--- src/rtl/core/smbs_pkg.sv ---
package smbs_pkg;

	// Fixed field widths of the item and configuration interfaces.
	localparam int unsigned DATA_W  = 32;
	localparam int unsigned IDX_W   = 5;
	localparam int unsigned CFG_W   = 6;
	localparam int unsigned CFG_IDX_W = 1;

	// A dimension in use never exceeds the largest configuration value, so a
	// linear position fits in twice the configuration width.
	localparam int unsigned POS_W = 2 * CFG_W;
	localparam int unsigned SUM_W = POS_W + 1;

	// Width used to compare a configuration value against a size parameter.
	localparam int unsigned PARAM_W = 9;

	// Default matrix capacity.
	localparam int unsigned MAX_ROWS_DEF    = 32;
	localparam int unsigned MAX_COLUMNS_DEF = 32;

	// Operation codes of an input item.
	localparam logic OP_WRITE  = 1'b0;
	localparam logic OP_SEARCH = 1'b1;

	// Configuration register indexes.
	localparam logic [CFG_IDX_W-1:0] REG_ROW_COUNT    = 1'b0;
	localparam logic [CFG_IDX_W-1:0] REG_COLUMN_COUNT = 1'b1;

	// Commands from the controller to the datapath.
	typedef struct packed {
		logic capture;
		logic write;
		logic init;
		logic issue;
		logic check;
		logic out_load;
	} smbs_cmd_t;

	// Status from the datapath to the controller.
	typedef struct packed {
		logic range_empty;
		logic probe_hit;
	} smbs_status_t;

endpackage

--- src/rtl/core/smbs_ctrl.sv ---
module smbs_ctrl (
	input  logic                   clk,
	input  logic                   arst_n,
	input  logic                   in_valid,
	output logic                   in_stall,
	input  logic                   operation,
	output logic                   out_valid,
	input  logic                   out_stall,
	output smbs_pkg::smbs_cmd_t    cmd,
	input  smbs_pkg::smbs_status_t status
);

	typedef enum logic [2:0] {
		ST_IDLE,
		ST_WRITE,
		ST_INIT,
		ST_ISSUE,
		ST_CHECK,
		ST_FINISH
	} state_t;

	state_t state_q;
	logic   out_valid_q;
	logic   out_free;

	assign out_free  = !out_valid_q || !out_stall;
	assign in_stall  = (state_q != ST_IDLE);
	assign out_valid = out_valid_q;

	// Commands decoded from the current state.
	always_comb begin
		cmd.capture  = (state_q == ST_IDLE) && in_valid;
		cmd.write    = (state_q == ST_WRITE);
		cmd.init     = (state_q == ST_INIT);
		cmd.issue    = (state_q == ST_ISSUE) && !status.range_empty;
		cmd.check    = (state_q == ST_CHECK);
		cmd.out_load = (state_q == ST_FINISH) && out_free;
	end

	// State sequence and the result valid flag.
	always_ff @(posedge clk or negedge arst_n) begin
		if (!arst_n) begin
			state_q     <= ST_IDLE;
			out_valid_q <= 1'b0;
		end else begin
			if (cmd.out_load) begin
				out_valid_q <= 1'b1;
			end else if (!out_stall) begin
				out_valid_q <= 1'b0;
			end
			case (state_q)
				ST_IDLE: begin
					if (in_valid) begin
						state_q <= (operation == smbs_pkg::OP_SEARCH) ? ST_INIT : ST_WRITE;
					end
				end
				ST_WRITE: begin
					state_q <= ST_IDLE;
				end
				ST_INIT: begin
					state_q <= ST_ISSUE;
				end
				ST_ISSUE: begin
					state_q <= status.range_empty ? ST_FINISH : ST_CHECK;
				end
				ST_CHECK: begin
					state_q <= status.probe_hit ? ST_FINISH : ST_ISSUE;
				end
				ST_FINISH: begin
					if (out_free) begin
						state_q <= ST_IDLE;
					end
				end
				default: begin
					state_q <= ST_IDLE;
				end
			endcase
		end
	end

endmodule

--- config.mk ---
export PLATFORM = sky130hd
export DESIGN_NAME = smbs_ctrl
export DESIGN_NICKNAME = d
export VERILOG_FILES = /design/src/rtl/core/smbs_pkg.sv /design/src/rtl/core/smbs_ctrl.sv
export SDC_FILE = /design/constraint.sdc
export NUM_CORES = 1
export LEC_CHECK = 0
export ABC_AREA = 1
export ABC_CLOCK_PERIOD_IN_PS = 1350
export BUFFER_PORTS_ARGS = -buffer_cell sky130_fd_sc_hd__buf_2
export CAP_MARGIN = 0
export CORE_AREA = 2 2 39 41
export CTS_CLUSTER_DIAMETER = 100
export DETAILED_ROUTE_END_ITERATION = 10
export DIE_AREA = 0 0 41 43
export SYNTH_ARGS = -nofsm -noshare
export SYNTH_HDL_FRONTEND = slang
export SYNTH_SLANG_ARGS = --single-unit
--- constraint.sdc ---
create_clock -name clk -period 1.35 [get_ports clk]
set_input_delay 0.0675 -clock clk [delete_from_list [all_inputs] [get_ports clk]]
set_output_delay 0.0675 -clock clk [all_outputs]
set_load 0.05 [all_outputs]
* Word-level counts from Yosys, hierarchy flattened
Index checks and enable logic that the tools add are counted.
** Word-level totals
- Input port bits :: 7
- Register bits :: 4
- Logic and storage cells :: 28
- Output and inout bits :: 8
** Cells by class
- Multiplexer cells :: 8
- Reductions and logical operators :: 10
- Equal/unequal tests :: 8
** Operator list (number)
- $pmux 3 s5 :: 1
- $mux 3 :: 3
- $eq 3x2->1 const B :: 2
- $eq 3x3->1 const B :: 2
- $ne 2x2->1 const B :: 2
- $eq 3x1->1 const B :: 1
- $logic_and 1x1->1 :: 3
- $logic_not 1->1 :: 3
- $logic_not 3->1 :: 1
- $mux 1 :: 3
- $reduce_bool 3->1 :: 1
- $mux 2 :: 1
- $ne 2x1->1 const B :: 1
- $reduce_and 2->1 :: 1
- $logic_or 1x1->1 :: 1

* Logic depth before layout (Yosys ltp)
- Depth in word-level cells :: 4
- Mapped depth :: 7
- Depth with buffers taken out :: 7

* Worst setup path after synthesis
OpenSTA, ideal clock, no wires.
- Path kind :: register -> output
- From :: reg state_q[1]
- To :: out cmd[4] in the netlist's numbering
- Slack :: -0.262 ns
- Arrival :: 1.545 ns
- Data required time :: 1.283 ns
- Stages on the path, launching flop included :: 2
- Path buffers :: 0
- Cells stage by stage :: dfrtp_1 > nor3_1
** RTL lines
- start: declaration :: RTL line smbs_ctrl.sv:22 : state_t state_q;
- start signal: assignment :: RTL line smbs_ctrl.sv:54 : state_q <= (operation == smbs_pkg::OP_SEARCH) ? ST_INIT : ST_WRITE;
- start signal: assignment :: RTL line smbs_ctrl.sv:64 : state_q <= status.range_empty ? ST_FINISH : ST_CHECK;
- start signal: assignment :: RTL line smbs_ctrl.sv:67 : state_q <= status.probe_hit ? ST_FINISH : ST_ISSUE;
- end: declaration :: RTL line smbs_ctrl.sv:9 : output smbs_pkg::smbs_cmd_t cmd,

==> flow_metrics.py <==
metrics = {
    "run_status": {
        "status": "complete, no violations",
    },
    "detailed_routing": {
        "drt-pass1-iter-count": 4,
        "antenna_left": 0,
        "wl_um": 617,
        "drtIter0Drc": 4,
        "avgViaCountPerCell": 4.29,
        "vias": 326,
        "wl_per_cell_um": 8.12,
        "drc": 0,
    },
    "worst_setup_path": {
        "rrSetupSlack_ns": 0.25,
        "cp.arrival_ns": 1.21,
        "path_max_fanout": 7,
        "reg2regPathDepth": 6,
        "path_class": "reg -> out",
        "crit_required_ns": 1.28,
        "cp-end-kind": "output pin",
        "crit_path_start_kind": "flop",
    },
    "clocking": {
        "htree_levels": 1,
        "path_clk_slew_ns": 0.04,
        "cts_tree": "done",
        "clockBufferDepth": 2,
        "cts.sinks": 4,
        "clock-root-buffer": "clkbuf_4",
        "cts_setup_buffers": 0,
        "clock_latency_ns": 0.23,
        "cts_buffers": 3,
    },
    "synth": {
        "synth_area_leaders": "dfrtp_1 36%, nand2_1 12%, nor2_2 8.9%, inv_1 8.0%, nor2_1 6.7%",
        "ys_ff_latch": 4,
        "syn_avg_cell_area_um2": 6.70,
        "synth_top_area_share": 0.356,
        "synth.net_count": 49,
        "synth_area_leader_cell": "dfrtp_1",
        "synth_area_um2": 282,
        "synth_cell_types": 14,
        "synthCells": 42,
        "ys_warn_count": 0,
        "synth-seq-area-share": 0.356,
    },
    "timing": {
        "totalNegativeSetupSlack_ns": 0,
        "finalHoldViolations": 0,
        "setup_viol": 0,
        "min_period_over_period": 0.948,
        "worst_pin_slew_ns": 0.249,
        "skew_ns": 0.0000615,
        "fmax_mhz": 781,
        "max_slew_margin": 0.835,
        "slew_violations": 0,
        "rsz0062_at_grt": "false",
        "period_minus_slack_ns": 1.28,
    },
    "global_routing": {
        "grt_pass1_wl_um": 1000,
        "grt_pass1_vias": 282,
        "grt_max_degree": 8,
        "antenna_found_initial": 0,
        "grt-ovfl-total": 0,
        "grt_use_total": 0.0856,
    },
    "power": {
        "ir_worst_vdd_v": 0.000747,
        "p_per_area_nw_per_um2": 2690,
        "p_leak_uw": 0.000264,
    },
    "placed_design": {
        "portBuffers": 14,
        "dp.final_hpwl_um": 539,
        "dp.cells": 72,
        "gp_congestion": 0.701,
    },
    "die": {
        "core_um2": 1380,
        "ios": 15,
        "die_area_um2": 1760,
        "start_util": 0.203,
        "die_w_um": 41,
        "core.rowCount": 14,
        "die_y_um": 43,
    },
    "finish": {
        "final_cells": 76,
        "fill_cells": 163,
        "final_cell_mix": "10 x buf_2, 9 x nand2_1, 6 x nor2_2, 6 x inv_1",
        "fin_nets": 69,
        "area_delta_synth_final_pct": 51.1,
        "diodes": 0,
        "drive_gt1_frac": 0.533,
        "final_common_cell": "buf_2",
    },
    "hold_path": {
        "worstHoldPathType": "in -> reg",
        "hold_depth": 3,
    },
    "job": {
        "cap_violations": 0,
    },
}
[logic make-up (layout without fill, tap and decap cells)]
family          after synthesis  after routing  share of synthesized area
flops                         4              4                      0.356
simple gates                 26             26                      0.467
buf+inv                      10             28                      0.133
compound gates                2              2                     0.0444
[layout make-up]
| type | instances | area (um2) | share of cell area |
|---|---|---|---|
| timing repair buffer | 15 | 90.1 | 0.212 |
| sequential | 4 | 101 | 0.238 |
| tap | 16 | 20.0 | 0.0471 |
| multi-input combinational | 28 | 154 | 0.362 |
| clock buffer | 3 | 22.5 | 0.0529 |
| inverter | 10 | 37.5 | 0.0882 |
[final timing paths]
check / startpoint / to
max: state_q[1]$_DFFE_PN0P_ / cmd[1]
min: out_stall / out_valid$_DFFE_PN0P_
max reg2reg: state_q[1]$_DFFE_PN0P_ / state_q[0]$_DFFE_PN0P_
min reg2reg: out_valid$_DFFE_PN0P_ / out_valid$_DFFE_PN0P_
max in group asynchronous: arst_n / state_q[1]$_DFFE_PN0P_
min in group asynchronous: arst_n / out_valid$_DFFE_PN0P_
[synth_stat cells, drive strengths merged]
library cell   n
dfrtp          4
inv           10
nand2         10
nand3          4
nand4          1
nor2          10
nor3           1
o211ai         1
o21ai          1
[metal layers]
layer,GRT usage,wire (um),share of wire
met5,0,0,0
met4,0.0800,0,0
met3,0.0157,58,0.094
met2,0.125,321,0.52
met1,0.0974,237,0.38
[sequential cells by signal (all words and copies together), names as in the netlist]
register   flops
out_valid      1
state_q        3
[power breakdown]
group / switching [uW] / internal, uW / leakage [uW]
clock: 43.5 / 99.1 / 0.0000138
sequential: 70.6 / 172 / 0.0000512
combinational: 555 / 205 / 0.000199
total: 669 / 476 / 0.000264
[critical path: stages (launching register included)]
cell and delay (ns):
dfrtp_2 0.45, nor2_2 0.14, nand2_1 0.11, inv_1 0.09
buf_4 0.20
[metrics by stage]
stage	utilization	hold WS [ns]	setup slack, ns	power [uW]	area [um2]
floorplan	-	-0.228	0.0145	838	292
global placement	0.276	-0.128	0.269	977	382
detailed placement	0.276	-0.125	0.220	990	382
CTS	0.305	0.0663	0.0108	1160	422
global route	0.307	0.0765	0.00261	1230	425
finish	0.307	0.0664	0.0696	1150	425
[timing repair]
action	in CTS	in global routing
hold buffers	1	0
endpoints found under the hold margin	4	0
resized for setup	3	3
setup endpoints to repair	3	4
Note: power is estimated with default switching activity, not from simulation.
